==> config.mk <==
export PLATFORM = sky130hd
export DESIGN_NAME = nls_ctrl
export DESIGN_NICKNAME = d
export VERILOG_FILES = /design/src/hw/rtl/nls_pkg.sv /design/src/hw/rtl/nls_ctrl.sv
export SDC_FILE = /design/constraint.sdc
export NUM_CORES = 1
export LEC_CHECK = 0
export ABC_CLOCK_PERIOD_IN_PS = 2000
export BUFFER_PORTS_ARGS = -buffer_cell sky130_fd_sc_hd__buf_4
export CORE_MARGIN = 2
export CORE_UTILIZATION = 50
export CTS_BUF_LIST = sky130_fd_sc_hd__clkbuf_8 sky130_fd_sc_hd__clkbuf_16
export CTS_CLUSTER_SIZE = 16
export DETAILED_ROUTE_END_ITERATION = 6
export PLACE_DENSITY = 0.85
export RECOVER_POWER = 25
export SLEW_MARGIN = 30
export SYNTH_ARGS = -nofsm -noshare
export SYNTH_HDL_FRONTEND = slang
export SYNTH_SLANG_ARGS = --single-unit
==> constraint.sdc <==
create_clock -name aclk -period 2 [get_ports aclk]
set_input_delay 0.2 -clock aclk [delete_from_list [all_inputs] [get_ports aclk]]
set_output_delay 0.2 -clock aclk [all_outputs]
set_load 0.02 [all_outputs]
==> src/hw/rtl/nls_pkg.sv <==
package nls_pkg;

    localparam int XW    = 32;
    localparam int OW    = 32;
    localparam int STW   = 2;
    localparam int NW    = 10;
    localparam int IW    = NW + 1;
    localparam int XWW   = 48;
    localparam int DENW  = 48;
    localparam int NUMW  = 53;
    localparam int DVDW  = 85;
    localparam int QW    = 63;
    localparam int CNTW  = 7;
    localparam int SUMW  = 64;

    localparam logic [CNTW-1:0] WORK_STEPS  = 7'd85;
    localparam logic [CNTW-1:0] PLAIN_STEPS = 7'd33;

    localparam logic [QW-1:0]  QUOT_CAP = 63'h4000_0000_0000_0000;
    localparam logic [XWW-1:0] ONE      = 48'h0001_0000_0000;
    localparam logic [XW-1:0]  X_ONE    = 32'h0001_0000;
    localparam logic [NW-1:0]  TERMS_RESET = 10'd16;

    localparam logic [OW-1:0] VAL_MAX = 32'h7FFF_FFFF;
    localparam logic [OW-1:0] VAL_MIN = 32'h8000_0000;

    localparam logic [STW-1:0] ST_OK   = 2'd0;
    localparam logic [STW-1:0] ST_NINF = 2'd1;
    localparam logic [STW-1:0] ST_NAN  = 2'd2;
    localparam logic [STW-1:0] ST_SAT  = 2'd3;

    localparam logic CFG_METHOD = 1'b0;
    localparam logic CFG_TERMS  = 1'b1;

    typedef enum logic [4:0] {
        S_IDLE, S_CLASS, S_P_WAIT, S_T_INIT, S_T_CHK, S_T_DIV, S_T_WAIT,
        S_Z_WAIT, S_Z2, S_CF_CHK, S_KK, S_KMUL, S_CF_DIV, S_CF_WAIT,
        S_M_DIV, S_M_WAIT, S_FIN
    } state_t;

    typedef enum logic [3:0] {
        OP_NONE, OP_ACCEPT, OP_P_ONEMX, OP_P_Q, OP_T_INIT, OP_T_MUL, OP_T_ACC,
        OP_ZM_Q, OP_Z2, OP_DEN, OP_KK, OP_KMUL, OP_CF_Q, OP_MAG_Q, OP_MAG_SUM,
        OP_OUT
    } dp_op_t;

    typedef enum logic [2:0] {
        DS_P, DS_Z, DS_T, DS_CF, DS_M
    } div_sel_t;

    typedef struct packed {
        dp_op_t   op;
        logic     div_start;
        div_sel_t div_sel;
    } dp_cmd_t;

    typedef struct packed {
        logic special;
        logic method;
        logic neg;
        logic t_done;
        logic cf_more;
        logic den_bad;
        logic div_done;
        logic out_free;
    } dp_stat_t;

endpackage

==> src/hw/rtl/nls_ctrl.sv <==
module nls_ctrl (
    input  logic              aclk,
    input  logic              aresetn,
    input  logic              s_valid,
    output logic              s_ready,
    input  nls_pkg::dp_stat_t stat,
    output nls_pkg::dp_cmd_t  cmd
);

    nls_pkg::state_t state_reg, state_next;

    always_comb begin
        state_next = state_reg;
        case (state_reg)
            nls_pkg::S_IDLE:    if (s_valid) state_next = nls_pkg::S_CLASS;
            nls_pkg::S_CLASS: begin
                if (stat.special) begin
                    state_next = nls_pkg::S_FIN;
                end else if (stat.method) begin
                    state_next = nls_pkg::S_Z_WAIT;
                end else if (stat.neg) begin
                    state_next = nls_pkg::S_T_INIT;
                end else begin
                    state_next = nls_pkg::S_P_WAIT;
                end
            end
            nls_pkg::S_P_WAIT:  if (stat.div_done) state_next = nls_pkg::S_T_INIT;
            nls_pkg::S_T_INIT:  state_next = nls_pkg::S_T_CHK;
            nls_pkg::S_T_CHK:   state_next = stat.t_done ? nls_pkg::S_FIN : nls_pkg::S_T_DIV;
            nls_pkg::S_T_DIV:   state_next = nls_pkg::S_T_WAIT;
            nls_pkg::S_T_WAIT:  if (stat.div_done) state_next = nls_pkg::S_T_CHK;
            nls_pkg::S_Z_WAIT:  if (stat.div_done) state_next = nls_pkg::S_Z2;
            nls_pkg::S_Z2:      state_next = nls_pkg::S_CF_CHK;
            nls_pkg::S_CF_CHK: begin
                if (stat.den_bad) begin
                    state_next = nls_pkg::S_FIN;
                end else if (stat.cf_more) begin
                    state_next = nls_pkg::S_KK;
                end else begin
                    state_next = nls_pkg::S_M_DIV;
                end
            end
            nls_pkg::S_KK:      state_next = nls_pkg::S_KMUL;
            nls_pkg::S_KMUL:    state_next = nls_pkg::S_CF_DIV;
            nls_pkg::S_CF_DIV:  state_next = nls_pkg::S_CF_WAIT;
            nls_pkg::S_CF_WAIT: if (stat.div_done) state_next = nls_pkg::S_CF_CHK;
            nls_pkg::S_M_DIV:   state_next = nls_pkg::S_M_WAIT;
            nls_pkg::S_M_WAIT:  if (stat.div_done) state_next = nls_pkg::S_FIN;
            nls_pkg::S_FIN:     if (stat.out_free) state_next = nls_pkg::S_IDLE;
            default:            state_next = nls_pkg::S_IDLE;
        endcase
    end

    always_comb begin
        s_ready       = 1'b0;
        cmd.op        = nls_pkg::OP_NONE;
        cmd.div_start = 1'b0;
        cmd.div_sel   = nls_pkg::DS_P;
        case (state_reg)
            nls_pkg::S_IDLE: begin
                s_ready = 1'b1;
                if (s_valid) cmd.op = nls_pkg::OP_ACCEPT;
            end
            nls_pkg::S_CLASS: begin
                if (!stat.special) begin
                    if (stat.method) begin
                        cmd.div_start = 1'b1;
                        cmd.div_sel   = nls_pkg::DS_Z;
                    end else if (stat.neg) begin
                        cmd.op = nls_pkg::OP_P_ONEMX;
                    end else begin
                        cmd.div_start = 1'b1;
                        cmd.div_sel   = nls_pkg::DS_P;
                    end
                end
            end
            nls_pkg::S_P_WAIT:  if (stat.div_done) cmd.op = nls_pkg::OP_P_Q;
            nls_pkg::S_T_INIT:  cmd.op = nls_pkg::OP_T_INIT;
            nls_pkg::S_T_CHK: begin
                cmd.op = stat.t_done ? nls_pkg::OP_MAG_SUM : nls_pkg::OP_T_MUL;
            end
            nls_pkg::S_T_DIV: begin
                cmd.div_start = 1'b1;
                cmd.div_sel   = nls_pkg::DS_T;
            end
            nls_pkg::S_T_WAIT: begin
                cmd.div_sel = nls_pkg::DS_T;
                if (stat.div_done) cmd.op = nls_pkg::OP_T_ACC;
            end
            nls_pkg::S_Z_WAIT:  if (stat.div_done) cmd.op = nls_pkg::OP_ZM_Q;
            nls_pkg::S_Z2:      cmd.op = nls_pkg::OP_Z2;
            nls_pkg::S_CF_CHK:  cmd.op = nls_pkg::OP_DEN;
            nls_pkg::S_KK:      cmd.op = nls_pkg::OP_KK;
            nls_pkg::S_KMUL:    cmd.op = nls_pkg::OP_KMUL;
            nls_pkg::S_CF_DIV: begin
                cmd.div_start = 1'b1;
                cmd.div_sel   = nls_pkg::DS_CF;
            end
            nls_pkg::S_CF_WAIT: if (stat.div_done) cmd.op = nls_pkg::OP_CF_Q;
            nls_pkg::S_M_DIV: begin
                cmd.div_start = 1'b1;
                cmd.div_sel   = nls_pkg::DS_M;
            end
            nls_pkg::S_M_WAIT:  if (stat.div_done) cmd.op = nls_pkg::OP_MAG_Q;
            nls_pkg::S_FIN:     if (stat.out_free) cmd.op = nls_pkg::OP_OUT;
            default:            cmd.op = nls_pkg::OP_NONE;
        endcase
    end

    always_ff @(posedge aclk) begin
        if (!aresetn) begin
            state_reg <= nls_pkg::S_IDLE;
        end else begin
            state_reg <= state_next;
        end
    end

endmodule

# Word-level counts from Yosys, hierarchy flattened
# Index checks and enable logic that the tools add are counted.
[classes]
n_eq_ne = 23
mux = 31
reduce_logical = 4
[op_table]
columns = ["op", "n"]
rows = [
  ["5-bit case mux with 17 select lines", 1],
  ["4-bit case mux with 14 select lines", 1],
  ["5-bit 2-to-1 mux", 10],
  ["5-bit by 4-bit == test with 1-bit output (second input constant)", 8],
  ["4-bit 2-to-1 mux", 6],
  ["5-bit by 3-bit == test with 1-bit output (second input constant)", 4],
  ["2-bit != test (second input constant)", 7],
  ["3-bit 2-to-1 mux", 4],
  ["3-bit case mux with 4 select lines", 1],
  ["5-bit by 2-bit == test with 1-bit output (second input constant)", 2],
  ["8-bit 2-to-1 mux", 1],
  ["7-bit AND reduction", 1],
  ["2-bit 2-to-1 mux", 3],
  ["5-bit by 1-bit == test with 1-bit output (second input constant)", 1],
  ["5-bit == test (second input constant)", 1],
  ["5-bit zero test", 1],
  ["1-bit 2-to-1 mux", 3],
  ["3-bit OR reduction", 1],
  ["1-bit case mux with 2 select lines", 1],
  ["2-bit OR reduction", 1],
]
[word_totals]
ff_bits = 5
input_bits = 11
out_inout_bits = 9
wordCells = 59

# Logic depth before layout (Yosys ltp)
[depth]
word_depth = 4
ltp_mapped = 7
mapped_depth_nobuf = 5

# Least setup slack after synthesis
# Ideal clock, no wire load.
[synth_timing]
kind = "reg2out"
from = "register state_reg[2]"
to = "output port cmd[6] (netlist bit)"
arrival_ps = 1736
required_time_ps = 1800
path_slack_ps = 64
stages_incl_launch_ff = 7
n_path_buf = 2
path_cell_list = "dfxtp_1 clkbuf_1 buf_1 o21ai_0 nor2_1 a21oi_1 o31ai_1"
[synth_rtl]
columns = ["element", "line", "text"]
rows = [
  ["start: declaration", "nls_ctrl.sv:10", "nls_pkg::state_t state_reg, state_next;"],
  ["start signal: assignment", "nls_ctrl.sv:112", "state_reg <= nls_pkg::S_IDLE;"],
  ["start signal: assignment", "nls_ctrl.sv:114", "state_reg <= state_next;"],
  ["end: declaration", "nls_ctrl.sv:7", "output nls_pkg::dp_cmd_t cmd"],
]

==> run metrics <==
worst hold path class=input pin to flip-flop; flop and latch count out of synthesis=5; CTS Buffer Depth=2; Critical Path Fanout Max=11; clock sink count=5; DR DRC count=0; vias in the first global route=a little under 800; critical path endpoint category=output port; pwr dens=approximately 1100 nW/um2; post-synthesis sequential area ratio=0.145; die area=around 1700 um2; crit path from=state_reg[1]; worst path required time=1.80 ns; Fillers=113; crit path launch type=flip-flop; Post-Route WL=between 2 and 2.5 mm; fin nets=between 100 and 150; final core occ=0.716; Period Utilization, post-route=0.946; LEAKAGE=approximately 0.00042 uW; H-tree Lvls=1; Syn. warnings=0; die height=about 41 um; Worst R2R Setup Slack=approximately 0.12 ns; ANT cells=0; WHS=0.252 ns; final hold violations=0; Core ar.=between 1000 and 1500 um2; largest net degree at the start of global routing=21; r2r startpoint=state_reg[3]; CP Cell Sequence=or3b_4 -> nor4_4 -> nand3b_1 -> nand3_1 -> buf_4; outcome=finished clean; crit path DAT=about 1.7 ns; CTS tree=done; setup TNS=0 ns; Synth Instances=between 100 and 150; count of cell types in the netlist=41; Max-slew headroom=0.535; post-route total power=approximately 1100 uW; setup violators final=0; clk slew on worst S/H paths=~0.040 ns; clk_lat worst skew=between 0.2 and 0.25 ns; Site Rows=13; skew final=between 0.0006 and 0.0007 ns; share of cells above drive strength 1=0.295; min cycle time layout=1.89 ns; placer congestion estimate=roughly 0.93; final std cells w/o fill=144; Placed Cells=139; Hold-fix buffers, CTS=0; initial antenna violation count=0; DR pass1 iterations=4; number of cells on the worst reg-to-reg path=5; initial core utilization=0.531; Detail Route Antenna Nets=0; fin. max-slew vios=0; gr usage total=0.300; FMAX=0.528 GHz; DR vias=928; die width=around 41 um; WS Path Type=flip-flop to output port; Largest register FFs=5; Worst R2R End=state_reg[3]; vias per cell=6.44; global-route wire length before repair=between 3 and 4 mm; Peak VDD IR=between 0.0006 and 0.0007 V; clock tree root driver cell=clkbuf_8; Top Ports=20; post-synth net total=119; crit path to=cmd[5]; slowest stage cell, crit path=or3b_4; Max Cap Viol=0; grt ovf=0; Slowest Stage Delay on Critical Path=between 0.4 and 0.5 ns; area grow syn2layout=35.0%; Slew @ Worst Pin=0.694 ns; port bufs=19; Netlist Area Pre-Place=between 600 and 700 um2; DP HPWL=between 1.5 and 2 mm; drt initial violations=38; routed wire length per instance=approximately 16 um; CTS Buf Count=3; unrepaired setup endpoints after global routing=false; syn avg cell area=between 6 and 7 um2
[metal layers]
layer | global-route usage | share of wire | vias to the layer above
li1 | - | - | 436
met1 | 0.362 | 0.41 | 432
met2 | 0.520 | 0.49 | 56
met3 | 0.0815 | 0.091 | 4
met4 | 0.0726 | 0.0053 | 0
met5 | 0 | 0 | -
[worst max-delay path: cells and delay by family (launching register included)]
| kind | cells | cell delay [ns] |
|---|---|---|
| AND/OR/NAND/NOR | 4 | 0.96 |
| flip-flops | 1 | 0.37 |
| buffers and inverters | 1 | 0.14 |
[cells in the final DEF, fill, tap and decap left out, types with 3 or more instances in the layout]
cell type,Yosys,routed
a21oi_1,11,11
buf_4,0,25
clkbuf_8,0,3
inv_1,5,6
nand2_1,11,11
nand2b_1,3,3
nand3_1,4,4
nor2_1,12,12
nor2b_1,3,3
nor3_1,5,5
o21ai_0,7,6
[through the flow]
step	setup slack (ns)	area [um2]
floorplan	0.0641	691
global placement	0.187	856
detailed placement	0.186	856
CTS	0.0750	910
global route	0.000313	932
finish	0.107	932
[Yosys cell counts (all sizes together)]
library cell / n / area share
a211oi: 1 / 0.011
a21boi: 2 / 0.027
a21o: 2 / 0.022
a21oi: 11 / 0.080
a22oi: 1 / 0.011
a31o: 1 / 0.013
a31oi: 1 / 0.0091
a32o: 2 / 0.029
and2: 1 / 0.0091
and3: 2 / 0.018
and3b: 1 / 0.013
buf: 2 / 0.022
clkbuf: 7 / 0.038
dfxtp: 5 / 0.14
inv: 5 / 0.027
mux2: 1 / 0.016
mux2i: 1 / 0.014
nand2: 11 / 0.060
nand2b: 3 / 0.027
nand3: 4 / 0.029
nand3b: 1 / 0.011
nor2: 12 / 0.065
nor2b: 3 / 0.027
nor3: 5 / 0.036
nor3b: 1 / 0.011
nor4: 3 / 0.036
o211ai: 2 / 0.022
o21a: 1 / 0.011
o21ai: 8 / 0.058
o221a: 1 / 0.016
o22ai: 1 / 0.0091
o31ai: 2 / 0.029
or3: 1 / 0.0091
or3b: 1 / 0.016
or4: 1 / 0.011
xor2: 1 / 0.013
[how the worst min path moves through the flow]
| stage | startpoint | end | slack, ns | cells past startpoint |
|---|---|---|---|---|
| floorplan | aresetn | state_reg[4] | 0.32 | 1 |
| global placement | aresetn | state_reg[4] | 0.46 | 2 |
| detailed placement | aresetn | state_reg[4] | 0.48 | 2 |
| CTS | aresetn | state_reg[4] | 0.25 | 2 |
| global route | aresetn | state_reg[4] | 0.26 | 2 |
| finish | aresetn | state_reg[4] | 0.25 | 2 |
[repair_timing]
item	in CTS	in global routing
setup endpoints to repair	1	7
resized for setup	1	7
pin swaps	0	2
buffers inserted	0	1
[report_power, final]
| group | switching (uW) | internal (uW) |
|---|---|---|
| clock network | 56.9 | 132 |
| registers | 45.1 | 128 |
| logic | 405 | 288 |
[area by class of cell]
type                       count  area (um2)  area share
timing repair buffer          26         191       0.205
clock inverter                 1        3.75     0.00403
sequential                     5         106       0.114
inverter                       5        18.8      0.0201
tap                           15        18.8      0.0201
multi-input combinational     89         552       0.592
clock buffer                   3        41.3      0.0443
[logic make-up after synthesis]
group,Yosys count,share of synthesized area
DFF,5,0.145
and+or+nand+nor,50,0.379
buffers and inverters,14,0.0870
AOI/OAI and AO/OA,36,0.346
muxes,2,0.0308
xor gates and xnor gates,1,0.0127
No activity file was read; power rests on OpenSTA's default activity.
